[config.mk]
export PLATFORM = sky130hd
export DESIGN_NAME = look_around_sequencer_top_flat
export DESIGN_NICKNAME = d
export VERILOG_FILES = /design/src/las_pkg.sv /design/src/las_if.sv /design/src/look_around_sequencer_top.sv /design/src/flat_wrapper.sv
export SDC_FILE = /design/constraint.sdc
export NUM_CORES = 1
export LEC_CHECK = 0
export CAP_MARGIN = 25
export CORE_MARGIN = 1.5
export CORE_UTILIZATION = 40
export DETAILED_ROUTE_END_ITERATION = 7
export DONT_BUFFER_PORTS = 1
export SYNTH_ARGS = -nofsm -noshare
export SYNTH_HDL_FRONTEND = slang
export SYNTH_SLANG_ARGS = --single-unit
[constraint.sdc]
create_clock -name clk -period 7.5 [get_ports clk]
set_input_delay 1.5 -clock clk [delete_from_list [all_inputs] [get_ports clk]]
set_output_delay 1.5 -clock clk [all_outputs]
set_load 0.005 [all_outputs]
[src/las_pkg.sv]
// Types, codes and helper functions of the look-around scan sequencer.
package las_pkg;

  // Width of the table index and the number of table entries in use.
  localparam int IDX_W      = 3;
  localparam int MAX_ANGLES = 4;
  localparam logic [IDX_W:0] IDX_LIMIT = (IDX_W + 1)'(MAX_ANGLES);
  localparam logic [IDX_W-1:0] IDX_MAX = '1;

  localparam int TIME_W  = 16;
  localparam int ELAP_W  = 10;
  localparam int ANGLE_W = 13;
  localparam int DELTA_W = 14;
  localparam int COUNT_W = 3;
  localparam int CFG_IDX_W  = 3;
  localparam int CFG_DATA_W = 16;

  // Operation codes of a command word.
  localparam logic [1:0] OP_STEP    = 2'd0;
  localparam logic [1:0] OP_FORCE   = 2'd1;
  localparam logic [1:0] OP_RESTART = 2'd2;

  // Phase codes as they appear in a result word.
  localparam logic [1:0] PHASE_CODE_START    = 2'd0;
  localparam logic [1:0] PHASE_CODE_MOVING   = 2'd1;
  localparam logic [1:0] PHASE_CODE_PAUSE    = 2'd2;
  localparam logic [1:0] PHASE_CODE_COMPLETE = 2'd3;

  // Configuration register indexes.
  localparam logic [CFG_IDX_W-1:0] REG_MOVE_TIME   = 3'd0;
  localparam logic [CFG_IDX_W-1:0] REG_PAUSE_TIME  = 3'd1;
  localparam logic [CFG_IDX_W-1:0] REG_ANGLE_COUNT = 3'd2;
  localparam logic [CFG_IDX_W-1:0] REG_ANGLE_ZERO  = 3'd3;
  localparam logic [CFG_IDX_W-1:0] REG_ANGLE_ONE   = 3'd4;
  localparam logic [CFG_IDX_W-1:0] REG_ANGLE_TWO   = 3'd5;
  localparam logic [CFG_IDX_W-1:0] REG_ANGLE_THREE = 3'd6;

  typedef enum logic [3:0] {
    PH_START    = 4'b0001,
    PH_MOVING   = 4'b0010,
    PH_PAUSE    = 4'b0100,
    PH_COMPLETE = 4'b1000
  } phase_t;

  function automatic logic [1:0] phase_code(input phase_t ph);
    logic [1:0] code;
    case (ph)
      PH_START:    code = PHASE_CODE_START;
      PH_MOVING:   code = PHASE_CODE_MOVING;
      PH_PAUSE:    code = PHASE_CODE_PAUSE;
      PH_COMPLETE: code = PHASE_CODE_COMPLETE;
      default:     code = PHASE_CODE_START;
    endcase
    return code;
  endfunction

  // Reads one entry of the look-angle table; entries past the table read as zero.
  function automatic logic signed [ANGLE_W-1:0] tab_read(
    input logic [IDX_W-1:0]          idx,
    input logic signed [ANGLE_W-1:0] a0,
    input logic signed [ANGLE_W-1:0] a1,
    input logic signed [ANGLE_W-1:0] a2,
    input logic signed [ANGLE_W-1:0] a3
  );
    logic signed [ANGLE_W-1:0] val;
    case (idx)
      3'd0:    val = a0;
      3'd1:    val = a1;
      3'd2:    val = a2;
      3'd3:    val = a3;
      default: val = '0;
    endcase
    return val;
  endfunction

endpackage

[src/las_if.sv]
// Command and result channel interfaces of the scan sequencer.
interface las_cmd_if;
  import las_pkg::*;
  logic              valid;
  logic              ready;
  logic [1:0]        op;
  logic [ELAP_W-1:0] elapsed;

  modport source (output valid, op, elapsed, input ready);
  modport sink (input valid, op, elapsed, output ready);
endinterface

interface las_res_if;
  import las_pkg::*;
  logic                      valid;
  logic                      ready;
  logic [1:0]                phase;
  logic                      turn_valid;
  logic signed [DELTA_W-1:0] turn_delta;
  logic                      stop_drive;
  logic                      controller_reset;

  modport source (output valid, phase, turn_valid, turn_delta, stop_drive,
                  controller_reset, input ready);
  modport sink (input valid, phase, turn_valid, turn_delta, stop_drive,
                controller_reset, output ready);
endinterface

[src/look_around_sequencer_top.sv]
// Top level of the look-around scan sequencer.
//
//   Channel  Dir  Handshake          Contents
//   cmd      in   valid/ready        op, elapsed
//   res      out  valid/ready        phase, turn_valid, turn_delta, stop_drive,
//                                    controller_reset
//   cfg      in   cfg_we             cfg_index, cfg_data (write only)
//
// Each accepted command word has its result word shown in the next cycle, so
// a new word can be accepted on every clock edge while res is not stalled.
// The step logic is one timer subtract-and-compare plus one table difference,
// all between the sequencer state and the result register.
// Reset is synchronous and active high; it restores the configuration defaults
// and puts the sequencer in the start phase with a zero index and timer.
// A stalled result word holds in the result register; cmd.ready stays high as
// long as that register is empty or is being taken in the same cycle.
module look_around_sequencer_top
  import las_pkg::*;
(
  input  logic                  clk,
  input  logic                  rst,
  las_cmd_if.sink               cmd,
  las_res_if.source             res,
  input  logic                  cfg_we,
  input  logic [CFG_IDX_W-1:0]  cfg_index,
  input  logic [CFG_DATA_W-1:0] cfg_data
);

  // Configuration registers.
  logic [TIME_W-1:0]         move_time;
  logic [TIME_W-1:0]         pause_time;
  logic [COUNT_W-1:0]        angle_count;
  logic signed [ANGLE_W-1:0] angle_zero;
  logic signed [ANGLE_W-1:0] angle_one;
  logic signed [ANGLE_W-1:0] angle_two;
  logic signed [ANGLE_W-1:0] angle_three;

  // Sequencer state.
  phase_t            phase_reg;
  phase_t            phase_next;
  logic [IDX_W-1:0]  angle_index;
  logic [IDX_W-1:0]  angle_index_next;
  logic [TIME_W-1:0] time_left;
  logic [TIME_W-1:0] time_left_next;

  // Result of the word being accepted.
  logic                      turn_valid_next;
  logic signed [DELTA_W-1:0] turn_delta_next;
  logic                      stop_drive_next;
  logic                      controller_reset_next;

  logic accept;

  // The result register is the only buffer; a word may enter whenever it is
  // free or is being drained in this cycle.
  assign cmd.ready = !res.valid || res.ready;
  assign accept    = cmd.valid && cmd.ready;

  always_ff @(posedge clk) begin
    if (rst) begin
      move_time   <= TIME_W'(1000);
      pause_time  <= TIME_W'(500);
      angle_count <= COUNT_W'(4);
      angle_zero  <= ANGLE_W'(300);
      angle_one   <= -ANGLE_W'(300);
      angle_two   <= ANGLE_W'(600);
      angle_three <= -ANGLE_W'(600);
    end else if (cfg_we) begin
      case (cfg_index)
        REG_MOVE_TIME:   move_time   <= cfg_data;
        REG_PAUSE_TIME:  pause_time  <= cfg_data;
        REG_ANGLE_COUNT: angle_count <= cfg_data[COUNT_W-1:0];
        REG_ANGLE_ZERO:  angle_zero  <= cfg_data[ANGLE_W-1:0];
        REG_ANGLE_ONE:   angle_one   <= cfg_data[ANGLE_W-1:0];
        REG_ANGLE_TWO:   angle_two   <= cfg_data[ANGLE_W-1:0];
        REG_ANGLE_THREE: angle_three <= cfg_data[ANGLE_W-1:0];
        default: ;
      endcase
    end
  end

  // One sequencer step. The timer counts down first, saturating at zero, and
  // then the operation runs on the counted-down value.
  always_comb begin
    logic [TIME_W-1:0]         elapsed_ext;
    logic [IDX_W-1:0]          idx_inc;
    logic signed [ANGLE_W-1:0] cur_angle;
    logic signed [ANGLE_W-1:0] prev_angle;

    elapsed_ext = {{(TIME_W-ELAP_W){1'b0}}, cmd.elapsed};
    time_left_next = (time_left > elapsed_ext) ? (time_left - elapsed_ext) : '0;
    phase_next            = phase_reg;
    angle_index_next      = angle_index;
    turn_valid_next       = 1'b0;
    turn_delta_next       = '0;
    stop_drive_next       = 1'b0;
    controller_reset_next = 1'b0;
    idx_inc    = '0;
    cur_angle  = '0;
    prev_angle = '0;

    case (cmd.op)
      OP_FORCE: begin
        // Forced move: the index saturates instead of wrapping.
        phase_next = PH_MOVING;
        if (angle_index != IDX_MAX) begin
          angle_index_next = angle_index + IDX_W'(1);
        end
        time_left_next        = move_time;
        controller_reset_next = 1'b1;
      end
      OP_RESTART: begin
        // Restart keeps the timer as counted down.
        phase_next            = PH_START;
        angle_index_next      = '0;
        controller_reset_next = 1'b1;
      end
      OP_STEP: begin
        if (phase_reg == PH_START) begin
          phase_next            = PH_MOVING;
          time_left_next        = move_time;
          angle_index_next      = '0;
          controller_reset_next = 1'b1;
        end
        if (time_left_next == '0) begin
          controller_reset_next = 1'b1;
          if (phase_next == PH_PAUSE) begin
            phase_next     = PH_MOVING;
            time_left_next = move_time;
            idx_inc        = angle_index_next + IDX_W'(1);
            angle_index_next = (idx_inc > angle_count) ? '0 : idx_inc;
          end else if (phase_next == PH_MOVING) begin
            phase_next     = PH_PAUSE;
            time_left_next = pause_time;
          end
          if (angle_index_next >= angle_count ||
              {1'b0, angle_index_next} >= IDX_LIMIT) begin
            phase_next = PH_COMPLETE;
          end
        end
        if (phase_next == PH_MOVING) begin
          turn_valid_next = 1'b1;
          // Past the table the turn is still issued, with a zero delta.
          if ({1'b0, angle_index_next} < IDX_LIMIT) begin
            cur_angle = tab_read(angle_index_next, angle_zero, angle_one,
                                 angle_two, angle_three);
            if (angle_index_next != '0) begin
              prev_angle = tab_read(angle_index_next - IDX_W'(1), angle_zero,
                                    angle_one, angle_two, angle_three);
            end
            turn_delta_next = DELTA_W'(cur_angle) - DELTA_W'(prev_angle);
          end
        end else begin
          stop_drive_next = 1'b1;
        end
      end
      default: ;  // no operation: only the timer counts down
    endcase
  end

  always_ff @(posedge clk) begin
    if (rst) begin
      phase_reg   <= PH_START;
      angle_index <= '0;
      time_left   <= '0;
      res.valid   <= 1'b0;
    end else begin
      if (accept) begin
        phase_reg   <= phase_next;
        angle_index <= angle_index_next;
        time_left   <= time_left_next;
        res.valid   <= 1'b1;
      end else if (res.ready) begin
        res.valid <= 1'b0;
      end
    end
  end

  // Result payload; it only changes when a new word is accepted.
  always_ff @(posedge clk) begin
    if (accept) begin
      res.phase            <= phase_code(phase_next);
      res.turn_valid       <= turn_valid_next;
      res.turn_delta       <= turn_delta_next;
      res.stop_drive       <= stop_drive_next;
      res.controller_reset <= controller_reset_next;
    end
  end

endmodule

[src/flat_wrapper.sv]
// flat-port wrapper written by rule: the top's interface ports become plain ports
module look_around_sequencer_top_flat import las_pkg::*;
  (clk, rst, cfg_we, cfg_index, cfg_data, cmd_valid, cmd_op, cmd_elapsed, cmd_ready, res_valid, res_phase, res_turn_valid, res_turn_delta, res_stop_drive, res_controller_reset, res_ready);
  las_cmd_if cmd_i ();
  las_res_if res_i ();
  input  logic clk;
  input  logic rst;
  input  logic cfg_we;
  input  logic [CFG_IDX_W-1:0] cfg_index;
  input  logic [CFG_DATA_W-1:0] cfg_data;
  input wire logic [$bits(cmd_i.valid)-1:0] cmd_valid;
  input wire logic [$bits(cmd_i.op)-1:0] cmd_op;
  input wire logic [$bits(cmd_i.elapsed)-1:0] cmd_elapsed;
  output wire logic [$bits(cmd_i.ready)-1:0] cmd_ready;
  output wire logic [$bits(res_i.valid)-1:0] res_valid;
  output wire logic [$bits(res_i.phase)-1:0] res_phase;
  output wire logic [$bits(res_i.turn_valid)-1:0] res_turn_valid;
  output wire logic [$bits(res_i.turn_delta)-1:0] res_turn_delta;
  output wire logic [$bits(res_i.stop_drive)-1:0] res_stop_drive;
  output wire logic [$bits(res_i.controller_reset)-1:0] res_controller_reset;
  input wire logic [$bits(res_i.ready)-1:0] res_ready;
  assign cmd_i.valid = cmd_valid;
  assign cmd_i.op = cmd_op;
  assign cmd_i.elapsed = cmd_elapsed;
  assign cmd_ready = cmd_i.ready;
  assign res_valid = res_i.valid;
  assign res_phase = res_i.phase;
  assign res_turn_valid = res_i.turn_valid;
  assign res_turn_delta = res_i.turn_delta;
  assign res_stop_drive = res_i.stop_drive;
  assign res_controller_reset = res_i.controller_reset;
  assign res_i.ready = res_ready;
  look_around_sequencer_top u_core (.clk(clk), .rst(rst), .cmd(cmd_i), .res(res_i), .cfg_we(cfg_we), .cfg_index(cfg_index), .cfg_data(cfg_data));
endmodule
==> qor.txt <==
Top_reg_cell synth: dfxtp_1
Total negative slack for setup checks: 0 ps
LEAKAGE: 3.56 nW
WL met2: 10800 um
Path category of the worst min-delay check: register to register
Terminating pin of the worst hold path: u_core.pause_time[13]
Setup bufs post-CTS: 0
Clock network latency to the later pin of the worst-skew pair: 430 ps
Final Max Slew Viols: 0
Number of global-route vias before repair: 7156
Clock tree from TritonCTS: yes
Boundary pin count: 57
Total via count after detailed routing: 7679
Power per Cell Area: 237 nW/um2
Post-synthesis cell count: 1028
Die span in x: 146 um
Vias per cell: 5.94
Worst-path maximum fanout: 9
Worst Skew: 10.7 ps
Highest Clock Rate: 142 MHz
Rel. slew slack: 39.4%
Total count of hold-check failures in the final report: 0
Net count reported at finish: 1084
RSZ-0062 raised after global routing: false
Min Tclk post-route: 7020 ps
Clock root buffer master: clkbuf_16
Arrival time worst endpoint: 7180 ps
Area Overhead vs Synth: 10.9%
Initial detailed-routing violation count: 650
Mapped cell area: 8210 um2
Kind of launch point of the worst setup path: primary input
Final wirelength: 24100 um
CTS buffer count: 17
Setup slack, reg-to-reg: 960 ps
Library cell appearing most often on the critical path: o21ai_0
Routed met3 length: 1320 um
Antenna Violating Nets Remaining: 0
Peak ir drop on the vdd network: 0.000172 V
Pin count of the biggest net entering global routing: 99
Core occupancy in the finished layout: 45.1%
Slew of the pin with the lowest slew margin: 907 ps
Number of synthesized register bits: 130
Biggest regs: u_core.move_time: 16 flops, u_core.pause_time: 16 flops, u_core.time_left: 16 flops
Critical register-to-register path endpoint: u_core.res.turn_delta[12]
First-pass GRT wire length: 38900 um
Cells on worst reg2reg path: 25
Level count of the clock H-tree: 4
Max-cap viol count: 0
Total Routing Usage GR: 22.7%
Top layer used by detailed routing: met4
Detailed Routing Iterations Pass 1: 6
GRT overflow: 0
Antenna violations before repair: 0
Antenna diode count: 0
Maximum clock path buffer count: 2
Critical path's largest stage delay: 560 ps
Final setup vio count: 0
List of cells traversed by the critical path: inv_1 > ha_1 > nor2b_4 > o21ai_2 > or3b_1 > a2111oi_0 > or4b_1 > or3_4 > a221o_1 > nand3_1 > o21a_1 > o21ai_0 > ha_1 > fa_1 > nor2b_1 > o21ai_0 > a21boi_0 > o21ai_0 > nand2b_1 > a21oi_1 > o21ai_1 > o41ai_2 > xnor2_1 > nor2_1
CP required: 7660 ps
Worst hold path depth: 2
Estimated wirelength of the detail-placed design: 16800 um
Top library cells by usage in the layout, fill and taps aside: nand2_1 (200), dfxtp_1 (111), a21oi_1 (81)
Die Area: 21400 um2
Endpoint kind of the worst setup timing path: register
Fraction of synthesis flops using an asynchronous set or reset pin: 0%
Core Area: 20200 um2
Count of synthesis-stage warnings from yosys: 0
Most frequent standard cell in the layout excluding fill and tap cells: nand2_1
Startpoint of the worst register-to-register path: u_core.phase_reg[1]
Number of I/O port buffers: 0
Die span in y: 146 um
Worst hold slack: 458 ps
Start point of the worst min-delay path: u_core.pause_time[13]
Library cells used by synthesis: 74
FP Rows: 52
Class of the most critical setup path: primary input to register
Sequential element share of the synthesized area: 34.0%
Cell area reported after detailed placement: 8470 um2
Clock sinks: 130
Final weighted congestion of routability-driven global placement: 0.907
Cell with the largest stage delay on the worst path: or4b_1
Layout cells sized above 1: 8.41%
Count of flip-flops with a built-in enable after synthesis: 19
Met1 wire length: 11600 um
Post-Syn Nets: 1102
Run status: finished clean
Ratio of final minimum period to clock period: 93.6%
Post-Syn Area per Cell: 7.98 um2
Resize count post-CTS: 0
Routed wire per std cell: 18.6 um
Finished layout cell area: 9100 um2
Number of buffers inserted by hold repair at cts: 0
Initial core utilization: 40.7%
Number of remaining DRC errors: 0
Clock input transition at the sequential cells of the worst setup and hold paths: 60 ps
## logic make-up after synthesis
kind of cell	share of synthesized area [%]
simple gates	23.7
compound gates	24.6
flops	34.0
buf+inv	4.83
fa+ha+maj	5.98
mux	4.63
xor+xnor	2.24
## power by group
part,internal (W),switching [W]
registers,0.000745,0.0000324
logic,0.000215,0.000321
clock network,0.000518,0.000325
## Yosys cell counts, types with 15 or more instances
master	count	area share [%]
nor3_1	25	1.5
xor2_1	15	1.6
mux2i_1	23	2.8
o21ai_0	49	3.0
inv_1	32	1.5
nand3b_1	22	2.0
nand2_1	200	9.1
dfxtp_1	111	27
ha_1	36	5.5
clkbuf_1	47	2.1
nor2_1	75	3.4
nand3_1	31	1.9
edfxtp_1	19	7.0
a22oi_1	18	1.6
a21oi_1	81	4.9
## worst max-delay path by stage
stage | start | endpoint | slack [ps] | depth (start not counted)
floorplan | cmd_elapsed[0] | u_core.res.turn_delta[12] | 560 | 24
global placement | cmd_elapsed[2] | u_core.res.turn_delta[12] | 100 | 24
detailed placement | cmd_elapsed[2] | u_core.res.turn_delta[12] | -3 | 23
CTS | cmd_elapsed[2] | u_core.res.turn_delta[12] | 330 | 23
global route | cmd_elapsed[7] | u_core.res.turn_delta[12] | 90 | 24
finish | cmd_elapsed[2] | u_core.res.turn_delta[12] | 480 | 24
## worst max-delay path: cells and delay by family
kind,cells,cell delay [ps]
xor+xnor,1,140
compound gates,11,2520
simple gates,8,2030
fa+ha+maj,3,970
buf+inv,1,20
## stage by stage
stage	cells	setup WS, ps	total power, W
finish	1293	476	0.00216
global route	1293	92.8	0.00226
CTS	1292	326	0.00215
detailed placement	1260	-2.84	0.00131
global placement	1258	97.4	0.00131
floorplan	1028	560	0.00120
## metal layers
| metal | vias up | GRT usage, % |
|---|---|---|
| li1 | 3725 | - |
| met1 | 3703 | 32.1 |
| met2 | 226 | 35.0 |
| met3 | 25 | 4.16 |
| met4 | 0 | 7.37 |
| met5 | - | 0 |
## area by class of cell
class / instances / area (um2)
clock buffer: 17 / 425
clock inverter: 15 / 164
fill: 2053 / 11100
inverter: 32 / 120
multi-input combinational: 804 / 5060
sequential: 130 / 2790
tap: 270 / 338
timing repair buffer: 25 / 199
Note: power is estimated with default switching activity, not from simulation.
